===== config.mk =====
export PLATFORM = sky130hd
export DESIGN_NAME = lzwd_out_queue
export DESIGN_NICKNAME = d
export VERILOG_FILES = /design/src/design/lzss_window_decoder_assert.svh /design/src/design/lzwd_pkg.sv /design/src/design/lzwd_out_queue.sv
export SDC_FILE = /design/constraint.sdc
export NUM_CORES = 1
export LEC_CHECK = 0
export ABC_AREA = 1
export BUFFER_PORTS_ARGS = -buffer_cell sky130_fd_sc_hd__buf_2
export CAP_MARGIN = 25
export CORE_ASPECT_RATIO = 0.6
export CORE_MARGIN = 4
export CORE_UTILIZATION = 50
export CTS_CLUSTER_DIAMETER = 50
export DETAILED_ROUTE_END_ITERATION = 16
export PLACE_DENSITY = 0.85
export SYNTH_ARGS = -nofsm -noshare
export SYNTH_HDL_FRONTEND = slang
export SYNTH_SLANG_ARGS = --single-unit

===== constraint.sdc =====
create_clock -name i_clk -period 1.6 [get_ports i_clk]
set_input_delay 0.32 -clock i_clk [delete_from_list [all_inputs] [get_ports i_clk]]
set_output_delay 0.32 -clock i_clk [all_outputs]
set_load 0.05 [all_outputs]

===== src/design/lzss_window_decoder_assert.svh =====
// Assertion macros for the LZSS window decoder.
`ifndef LZSS_WINDOW_DECODER_ASSERT_SVH
`define LZSS_WINDOW_DECODER_ASSERT_SVH

// Condition must hold at every clock edge out of reset.
`define LZWD_ASSERT_ALWAYS(lbl, clk, rst_n, cond, msg) \
    lbl: assert property (@(posedge clk) disable iff (!rst_n) (cond)) else $error(msg);

// Same-cycle implication.
`define LZWD_ASSERT_IMPL(lbl, clk, rst_n, ante, cons, msg) \
    lbl: assert property (@(posedge clk) disable iff (!rst_n) (ante) |-> (cons)) else $error(msg);

// Next-cycle implication.
`define LZWD_ASSERT_NEXT(lbl, clk, rst_n, ante, cons, msg) \
    lbl: assert property (@(posedge clk) disable iff (!rst_n) (ante) |=> (cons)) else $error(msg);

`endif


===== src/design/lzwd_pkg.sv =====
// Types and constants shared by the LZSS window decoder modules.
package lzwd_pkg;

    localparam int WIN_SIZE       = 1024;
    localparam int WIN_AW         = $clog2(WIN_SIZE);
    localparam int PRESET_DEFAULT = 960;
    localparam int QDEPTH         = 4;
    localparam int Q_AW           = $clog2(QDEPTH);

    localparam logic [7:0] FILL_BYTE = 8'h20;

    typedef logic [WIN_AW-1:0] t_waddr;
    typedef logic [WIN_AW:0]   t_fill;
    typedef logic [Q_AW-1:0]   t_qptr;
    typedef logic [Q_AW:0]     t_qcnt;

    typedef enum logic [2:0] {
        PH_HDR_HI,
        PH_HDR_LO,
        PH_CMD,
        PH_LIT,
        PH_WHI,
        PH_WLO,
        PH_DONE
    } t_phase;

    typedef struct packed {
        logic       clear;
        logic       wr_en;
        logic [7:0] wr_data;
        logic       rd_en;
        t_waddr     rd_addr;
    } t_win_req;

    typedef struct packed {
        logic [7:0] data;
        logic       run_last;
        logic       stream_end;
    } t_out_item;

endpackage


===== src/design/lzwd_out_queue.sv =====
// Small output queue that holds decoded items until the sink takes them.
module lzwd_out_queue (
    input  logic                i_clk,
    input  logic                i_rst_n,
    input  logic                i_push,
    input  lzwd_pkg::t_out_item i_item,
    input  logic                i_stall,
    output logic                o_valid,
    output lzwd_pkg::t_out_item o_item,
    output lzwd_pkg::t_qcnt     o_count
);

    lzwd_pkg::t_out_item r_buf [lzwd_pkg::QDEPTH];
    lzwd_pkg::t_qptr     r_rd, r_wr;
    lzwd_pkg::t_qcnt     r_cnt, n_cnt;
    logic                pop;

    assign o_valid = r_cnt != '0;
    assign pop     = o_valid && !i_stall;
    assign o_item  = r_buf[r_rd];
    assign o_count = r_cnt;

    always_comb begin
        n_cnt = r_cnt;
        if (i_push && !pop) begin
            n_cnt = r_cnt + 1'b1;
        end else if (pop && !i_push) begin
            n_cnt = r_cnt - 1'b1;
        end
    end

    always_ff @(posedge i_clk) begin
        if (!i_rst_n) begin
            r_rd  <= '0;
            r_wr  <= '0;
            r_cnt <= '0;
        end else begin
            r_cnt <= n_cnt;
            if (i_push) begin
                r_wr <= r_wr + 1'b1;
            end
            if (pop) begin
                r_rd <= r_rd + 1'b1;
            end
        end
    end

    always_ff @(posedge i_clk) begin
        if (i_push) begin
            r_buf[r_wr] <= i_item;
        end
    end

endmodule


* After elaboration in Yosys (flattened, before gate mapping) *
Memory sizes are Yosys's and may differ from the RTL's. A register that Yosys moved wholly into a read port is not among the register bits.
Index checks and enable logic that the tools add are counted.

storage, ports and cells
  word-level logic and storage cells = 22
  flip-flop bits (word level) = 7
  memories kept = 1
  output and inout bits = 14
  input bits = 14
  memory bits (writable) = 40

cells by class
  reductions and logical operators = 8
  $add $sub $neg = 4
  mux-type cells = 6

memories
  memory  words  width  rd ports  clocked after memory_dff  write ports  line                  RTL
  r_buf   4      10     1         1                         1            lzwd_out_queue.sv:13  lzwd_pkg::t_out_item r_buf [lzwd_pkg::QDEPTH];

operators with widths
  operator                                          number
  two-way mux 3 bit                                 2
  adder 2 x 1 -> 2 bit, second input constant       2
  two-way mux 2 bit                                 2
  adder 3 x 1 -> 3 bit, second input constant       1
  logical AND 1 bit                                 3
  logical NOT 1 bit                                 3
  nonzero test 3 bit                                1
  subtractor 3 x 1 -> 3 bit, second input constant  1
  two-way mux 1 bit                                 2
  nonzero test 2 bit                                1

* Depth between registers and ports, before layout *
Gate-level depths: netlist of the first run.

  word-level depth = 5
  mapped depth = 12

* Worst setup path after synthesis of the first run *
No wires, ideal clock.

  path kind = flip-flop to flip-flop
  start point = register r_cnt[1] (netlist: o_count[1])
  end point = register r_cnt[1] (netlist: o_count[1])
  period minus slack after synthesis = 2.157 ns
  arrival = 2.041 ns
  stages on the path, launching flop included = 9
  path buffers = 0
  data required time = 1.484 ns
  slack = -0.557 ns
  path through = dfxtp_1 nor2_2 nand2_2 nand2_1 ha_1 inv_1 fa_1 o21ai_0 nor2_1

between the ends
  cells in the longest elaborated chain, start to end = 5
  elaborated cells between the ends (all ways) = 10
  classes of those cells = add/sub: 2; mux: 2; reduce/logical: 6

RTL lines
  element                 line                  RTL
  start, declared         lzwd_out_queue.sv:15  lzwd_pkg::t_qcnt r_cnt, n_cnt;
  start signal, assigned  lzwd_out_queue.sv:38  r_cnt <= n_cnt;
  nonzero test 3 bit      lzwd_out_queue.sv:18  assign o_valid = r_cnt != '0;
  net o_valid             lzwd_out_queue.sv:8   output logic o_valid,
  logical AND 1 bit       lzwd_out_queue.sv:19  assign pop = o_valid && !i_stall;
  logical NOT 1 bit       lzwd_out_queue.sv:25  if (i_push && !pop) begin
  logical AND 1 bit       lzwd_out_queue.sv:25
  two-way mux 3 bit       lzwd_out_queue.sv:25
  net n_cnt[1]            lzwd_out_queue.sv:15

The timed path passes the listed nets, and every way through them passes these cells. The select of a mux whose other input is x is not followed.
A chain may end at the register's enable or synchronous reset.

==> flow_summary_export.csv, run 1 <==
group,metric,value,unit
global_route,grt_max_degree,15,
cells_and_area,n_antenna_cell,0,
outcome,failed_checks,"setup timing",
cells_and_area,nets,225,
place,dpl_worst_slack,0.0400,ns
die,die_w,88.9,um
sta,worst_slack,-0.0557,ns
sta,worst_pin_slew,0.464,ns
sta,rsz0062_at_grt,"yes",
sta,setup_tns,-0.293,ns
sta,clock_skew,0.00554,ns
synth,syn_nets,179,
die,rows,17,
critical_path,critical_path_class,"reg2out",
synth,avgSynthCellArea,12.3,um^2
pwr,powerDensity,1530,nW/um^2
synth,synthArstFlopShare,0,
route,drc_errors,0,
clock_network,cts-htree-levels,2,
synth,synth_area,1960,um^2
place,port_buffers,27,
global_route,grt_use_total,0.163,
sta,period_share,1.03,
clock_network,cts-root-buf,"clkbuf_8",
sta,finalHoldViolations,0,
cells_and_area,final_cell_mix,"40 x edfxtp_1, 20 x nor2_1, 17 x buf_2, 13 x inv_1, 13 x buf_6",
synth,synth_ff_type,"edfxtp_1",
outcome,status,"complete, but fails checks",
route,drtIter0Drc,97,
clock_network,insertion_delay,0.29,ns
route,viasPerCell,5.37,
die,initial_core_util,0.527,
die,dieArea,5020,um^2
place,place_inst,237,
critical_path,required,1.28,ns
pwr,peakVddDrop,0.987,mV
die,io_pins,28,
route,ant_nets,0,
cells_and_area,finalNonFillerCells,253,
clock_network,cts.path.max_buffers,2,
hold_path,hp-class,"in2reg",
clock_network,cts_tree,"yes",
die,die_h,56.5,um
sta,slew_viol_final,0,
pwr,total_leakage_power,1.04,nW
critical_path,crit_path_end_kind,"output pin",
global_route,grt_pass1_vias,1273,
synth,yosysUniqueCellTypes,20,
critical_path,critPathArrivalTime,1.34,ns
clock_network,numClockSinks,49,
sta,fmax,604,MHz
cells_and_area,final_common_cell,"edfxtp_1",
synth,ys.warnings.count,0,
cells_and_area,nFillCells,255,
place,finalWeightedCongestion,0.796,
critical_path,cp_max_fo,7,
critical_path,cpPeakStageDelay,0.43,ns
sta,slew_headroom,0.690,
synth,synth_edf_count,40,
job,drv_cap,0,
clock_network,cts.clk_slew.worst_paths,0.08,ns
critical_path,rrSetupSlack,0.02,ns
sta,period_needed,1.66,ns
route,wire_per_inst,16.7,um
global_route,antenna_found_initial,0,
global_route,grt_overflow,0,
die,core_area,3720,um^2
clock_network,cts_inserted_buffers,5,
cells_and_area,area_growth,36.5,%
critical_path,slowest_stage,"dfxtp_4",
synth,synthCells,159,
route,routed_wl,4210,um
route,dr.pass1.iters,4,
critical_path,critPathLaunchType,"register",
place,hpwlAfterDp,2470,um
cells_and_area,drive_gt1_frac,0.476,
global_route,grt_pass1_wl,6000,um
route,dr_total_vias,1359,
synth,ys_seq_area_frac,0.704,
synth,ys_ff_latch,49,
critical_path,path_cells,"inv_8 -> buf_8 -> o21ai_4 -> o22ai_2 -> buf_6",
sta,setup_violations,10,
[worst max-delay path, delay by kind of cell, from the launching register on]
kind	cells	cell delay, ns
AOI/OAI and AO/OA	2	0.24
DFF	1	0.43
buffers and inverters	3	0.37
[path summary, 6_finish.rpt]
check                          startpoint                       to  depth (start not counted)
setup reg to reg  o_count[1]$_SDFFE_PN0P_  o_count[2]$_SDFFE_PN0P_                         12
setup / recovery                 register                o_item[3]                          5
hold reg to reg      r_rd[0]$_SDFFE_PN0P_                 register                          2
hold / removal                  i_item[4]    r_buf[0][4]$_DFFE_PP_                          1
[cell families after synthesis]
family,share of synthesized area
flops,0.704
fa+ha+maj,0.0421
simple gates,0.0855
compound gates,0.112
buf+inv,0.0561
[report_power, final]
part	leakage, nW	internal [mW]	switching (mW)	total, mW
sequential	0.444	1.50	0.0909	1.59
combinational	0.547	0.634	1.04	1.68
clock	0.0528	0.461	0.369	0.830
[Yosys cell counts, types with 2 or more instances]
cell | n | area share
a21oi_1 | 6 | 0.015
buf_6 | 3 | 0.017
dfxtp_1 | 9 | 0.092
edfxtp_1 | 40 | 0.61
ha_1 | 5 | 0.032
inv_1 | 16 | 0.031
nand2_1 | 12 | 0.023
nand3_1 | 2 | 0.0051
nor2_1 | 25 | 0.048
o21ai_0 | 4 | 0.010
o21ai_1 | 18 | 0.046
o21ai_2 | 2 | 0.0089
o22ai_1 | 10 | 0.032
[layout make-up]
cell class,count,area (um^2),share of cell area
clock inverters,2,33.8,0.0126
inverters,17,71.3,0.0266
clock buffers,6,72.6,0.0271
flip-flops and latches,49,1400,0.521
well taps,47,58.8,0.0220
repair buffers,44,364,0.136
multi-input cells,88,682,0.255
[stage by stage]
step | utilization | instance area (um^2) | hold WS (ns) | total power [mW]
after CTS | 0.684 | 2550 | 0.230 | 3.92
after detailed placement | 0.617 | 2300 | 0.473 | 2.88
after global placement | 0.617 | 2300 | 0.470 | 2.86
after global routing | 0.720 | 2680 | 0.226 | 4.29
after floorplan | - | 2070 | 0.419 | 2.60
final | 0.720 | 2680 | 0.235 | 4.10
[state kept, by name, indices dropped and copies added, names as in the netlist, named ones only]
name / cells
r_rd: 2
r_wr: 2
r_buf: 40
o_count: 3
[repair_timing]
item,in CTS,in global routing
resized for setup,40,25
hold buffers,0,0
gates cloned,2,0
pin swaps,3,20
setup buffers,2,4
endpoints found under the hold margin,0,0
endpoints found under the setup margin,10,12
[metal layers]
metal,wire length [um],track usage
met5,0,0
met3,243,0.0543
met4,68,0.0517
met1,1850,0.217
met2,2060,0.252
Power figures use the tool's default switching activity.
==> run 2: changes to the inputs <==
CORE_UTILIZATION = 45   (was 50)
PLACE_DENSITY = 0.79   (was 0.85)
==> run 2 against run 1 <==
Net effect: the flow still finishes with violations (setup timing); register-to-register slack improved by 0.04 ns; flip-flop and latch count did not move; clock power fell by 18%; critical endpoint is now o_item[1]; critical path type unchanged; first-iteration DRC count fell by 14%; global-route usage fell by 2.5 points.
==> flow_summary_export.csv, run 2 (synthesis gave the netlist of run 1 again) <==
group,metric,value,unit
cells_and_area,final_area,2590,um^2
route,routed_wl,3670,um
pwr,powerDensity,1470,nW/um^2
sta,clock_skew,0.00623,ns
outcome,failed_checks,"setup timing",
cells_and_area,post-route-util,0.622,
critical_path,r2r-end,"o_count[2]$_SDFFE_PN0P_",
critical_path,cp_max_fo,8,
sta,worst_slack,-0.0210,ns
route,dr.pass1.iters,4,
critical_path,rr_startpoint,"o_count[0]$_SDFFE_PN0P_",
sta,period_share,1.01,
clock_network,cts.clk_slew.worst_paths,0.08,ns
die,core_area,4170,um^2
pwr,total_leakage_power,1.01,nW
clock_network,cts-htree-levels,2,
clock_network,cts_inserted_buffers,5,
critical_path,reg2reg_depth,12,
clock_network,insertion_delay,0.30,ns
route,ant_nets,0,
cells_and_area,n_antenna_cell,0,
hold_path,hp-class,"in2reg",
place,place_area,2330,um^2
route,dr_total_vias,1304,
cells_and_area,area_growth,32.1,%
sta,slew_viol_final,0,
die,rows,18,
clock_network,cts_tree,"yes",
sta,finalHoldViolations,0,
clock_network,cts-root-buf,"clkbuf_8",
clock_network,cts.path.max_buffers,2,
place,dpl_worst_slack,0.0591,ns
critical_path,critPathLaunchType,"register",
cells_and_area,nets,221,
hold_path,hold_start,"i_item[6]",
global_route,grt_max_degree,15,
global_route,antenna_found_initial,0,
place,port_buffers,27,
route,drc_errors,0,
route,wire_per_inst,14.0,um
place,hpwlAfterDp,2460,um
cells_and_area,nFillCells,320,
die,die_w,93.2,um
hold_path,hold_end,"r_buf[0][6]$_DFFE_PP_",
cells_and_area,top_register,"r_buf",
outcome,status,"complete, but fails checks",
global_route,grt_pass1_wl,5520,um
sta,period_needed,1.62,ns
die,dieArea,5510,um^2
route,drtIter0Drc,83,
die,die_h,59.1,um
sta,slew_headroom,0.706,
critical_path,crit_path_end_kind,"output pin",
place,finalWeightedCongestion,0.765,
global_route,grt_overflow,0,
clock_network,numClockSinks,49,
critical_path,critical_path_class,"reg2out",
pwr,total_power,3.80,mW
die,initial_core_util,0.471,
critical_path,critPathArrivalTime,1.30,ns
sta,setup_tns,-0.0447,ns
pwr,peakVddDrop,0.718,mV
sta,worst_pin_slew,0.441,ns
sta,fmax,617,MHz
global_route,grt_use_total,0.138,
global_route,grt_pass1_vias,1140,
critical_path,rrSetupSlack,0.06,ns
cells_and_area,final_common_cell,"edfxtp_1",
die,io_pins,28,
hold_path,hold_depth,1,
cells_and_area,drive_gt1_frac,0.426,
sta,setup_violations,6,
job,drv_cap,0,
cells_and_area,final_cell_mix,"40 x edfxtp_1, 20 x nor2_1, 17 x buf_2, 14 x inv_1",
cells_and_area,largest_reg_flops,40,
sta,rsz0062_at_grt,"yes",
critical_path,required,1.28,ns
route,viasPerCell,4.98,
-- run 2: changes by cell type in the layout (fill, tap and decap cells not counted), sizes merged --
cell / previous run / this run
buf: 44 / 39
bufinv: 1 / 0
clkbuf: 6 / 8
-- run 2: per-stage QoR --
| stage | hold WS [ns] | instances |
|---|---|---|
| 2_1_floorplan | 0.419 | 159 |
| 3_3_place_gp | 0.474 | 252 |
| 3_5_place_dp | 0.468 | 252 |
| 4_1_cts | 0.225 | 260 |
| 5_1_grt | 0.228 | 262 |
| 6_report | 0.234 | 262 |
-- run 2: power breakdown --
part / leakage [nW] / switching [mW] / internal, mW
registers: 0.445 / 0.0771 / 1.50
logic: 0.525 / 0.975 / 0.575
clock network: 0.0422 / 0.370 / 0.307
total: 1.01 / 1.42 / 2.38
-- run 2: area by class of cell --
cell class / count / area [um^2] / share of cell area
clock buffers: 7 / 76.3 / 0.0295
inverters: 17 / 68.8 / 0.0266
clock inverters: 1 / 5.00 / 0.00193
repair buffers: 40 / 348 / 0.134
well taps: 60 / 75.1 / 0.0290
multi-input cells: 88 / 621 / 0.239
flip-flops and latches: 49 / 1400 / 0.539
-- run 2: how the worst max path moves through the flow --
stage	endpoint	start	slack (ns)
after global placement	o_count[2]$_SDFFE_PN0P_	o_count[0]$_SDFFE_PN0P_	0.1
after detailed placement	o_count[2]$_SDFFE_PN0P_	o_count[0]$_SDFFE_PN0P_	0.06
final	o_item[1]	register	-0.02
after floorplan	o_count[2]$_SDFFE_PN0P_	o_count[0]$_SDFFE_PN0P_	-0.06
after global routing	o_item[4]	register	-0.07
after CTS	o_item[1]	register	-0.009
-- run 2: worst max-delay path: stages, from the launching register on --
cell and delay (ns):
dfxtp_4 0.40, buf_6 0.15, o21ai_2 0.07, o22ai_2 0.19, buf_6 0.18
-- run 2: per-layer routing --
layer  routed length [um]  up-vias  track usage
li1                     -      640            -
met1                 1800      625        0.202
met2                 1650       33        0.193
met3                  175        6       0.0431
met4                   44        0       0.0501
met5                    0        -            0
-- run 2: repair_timing --
item / CTS / global route
pin swaps: 1 / 7
gates resized for setup: 25 / 22
hold buffers: 0 / 0
endpoints found under the setup margin: 10 / 11
buffers inserted: 0 / 1
gates cloned: 0 / 1
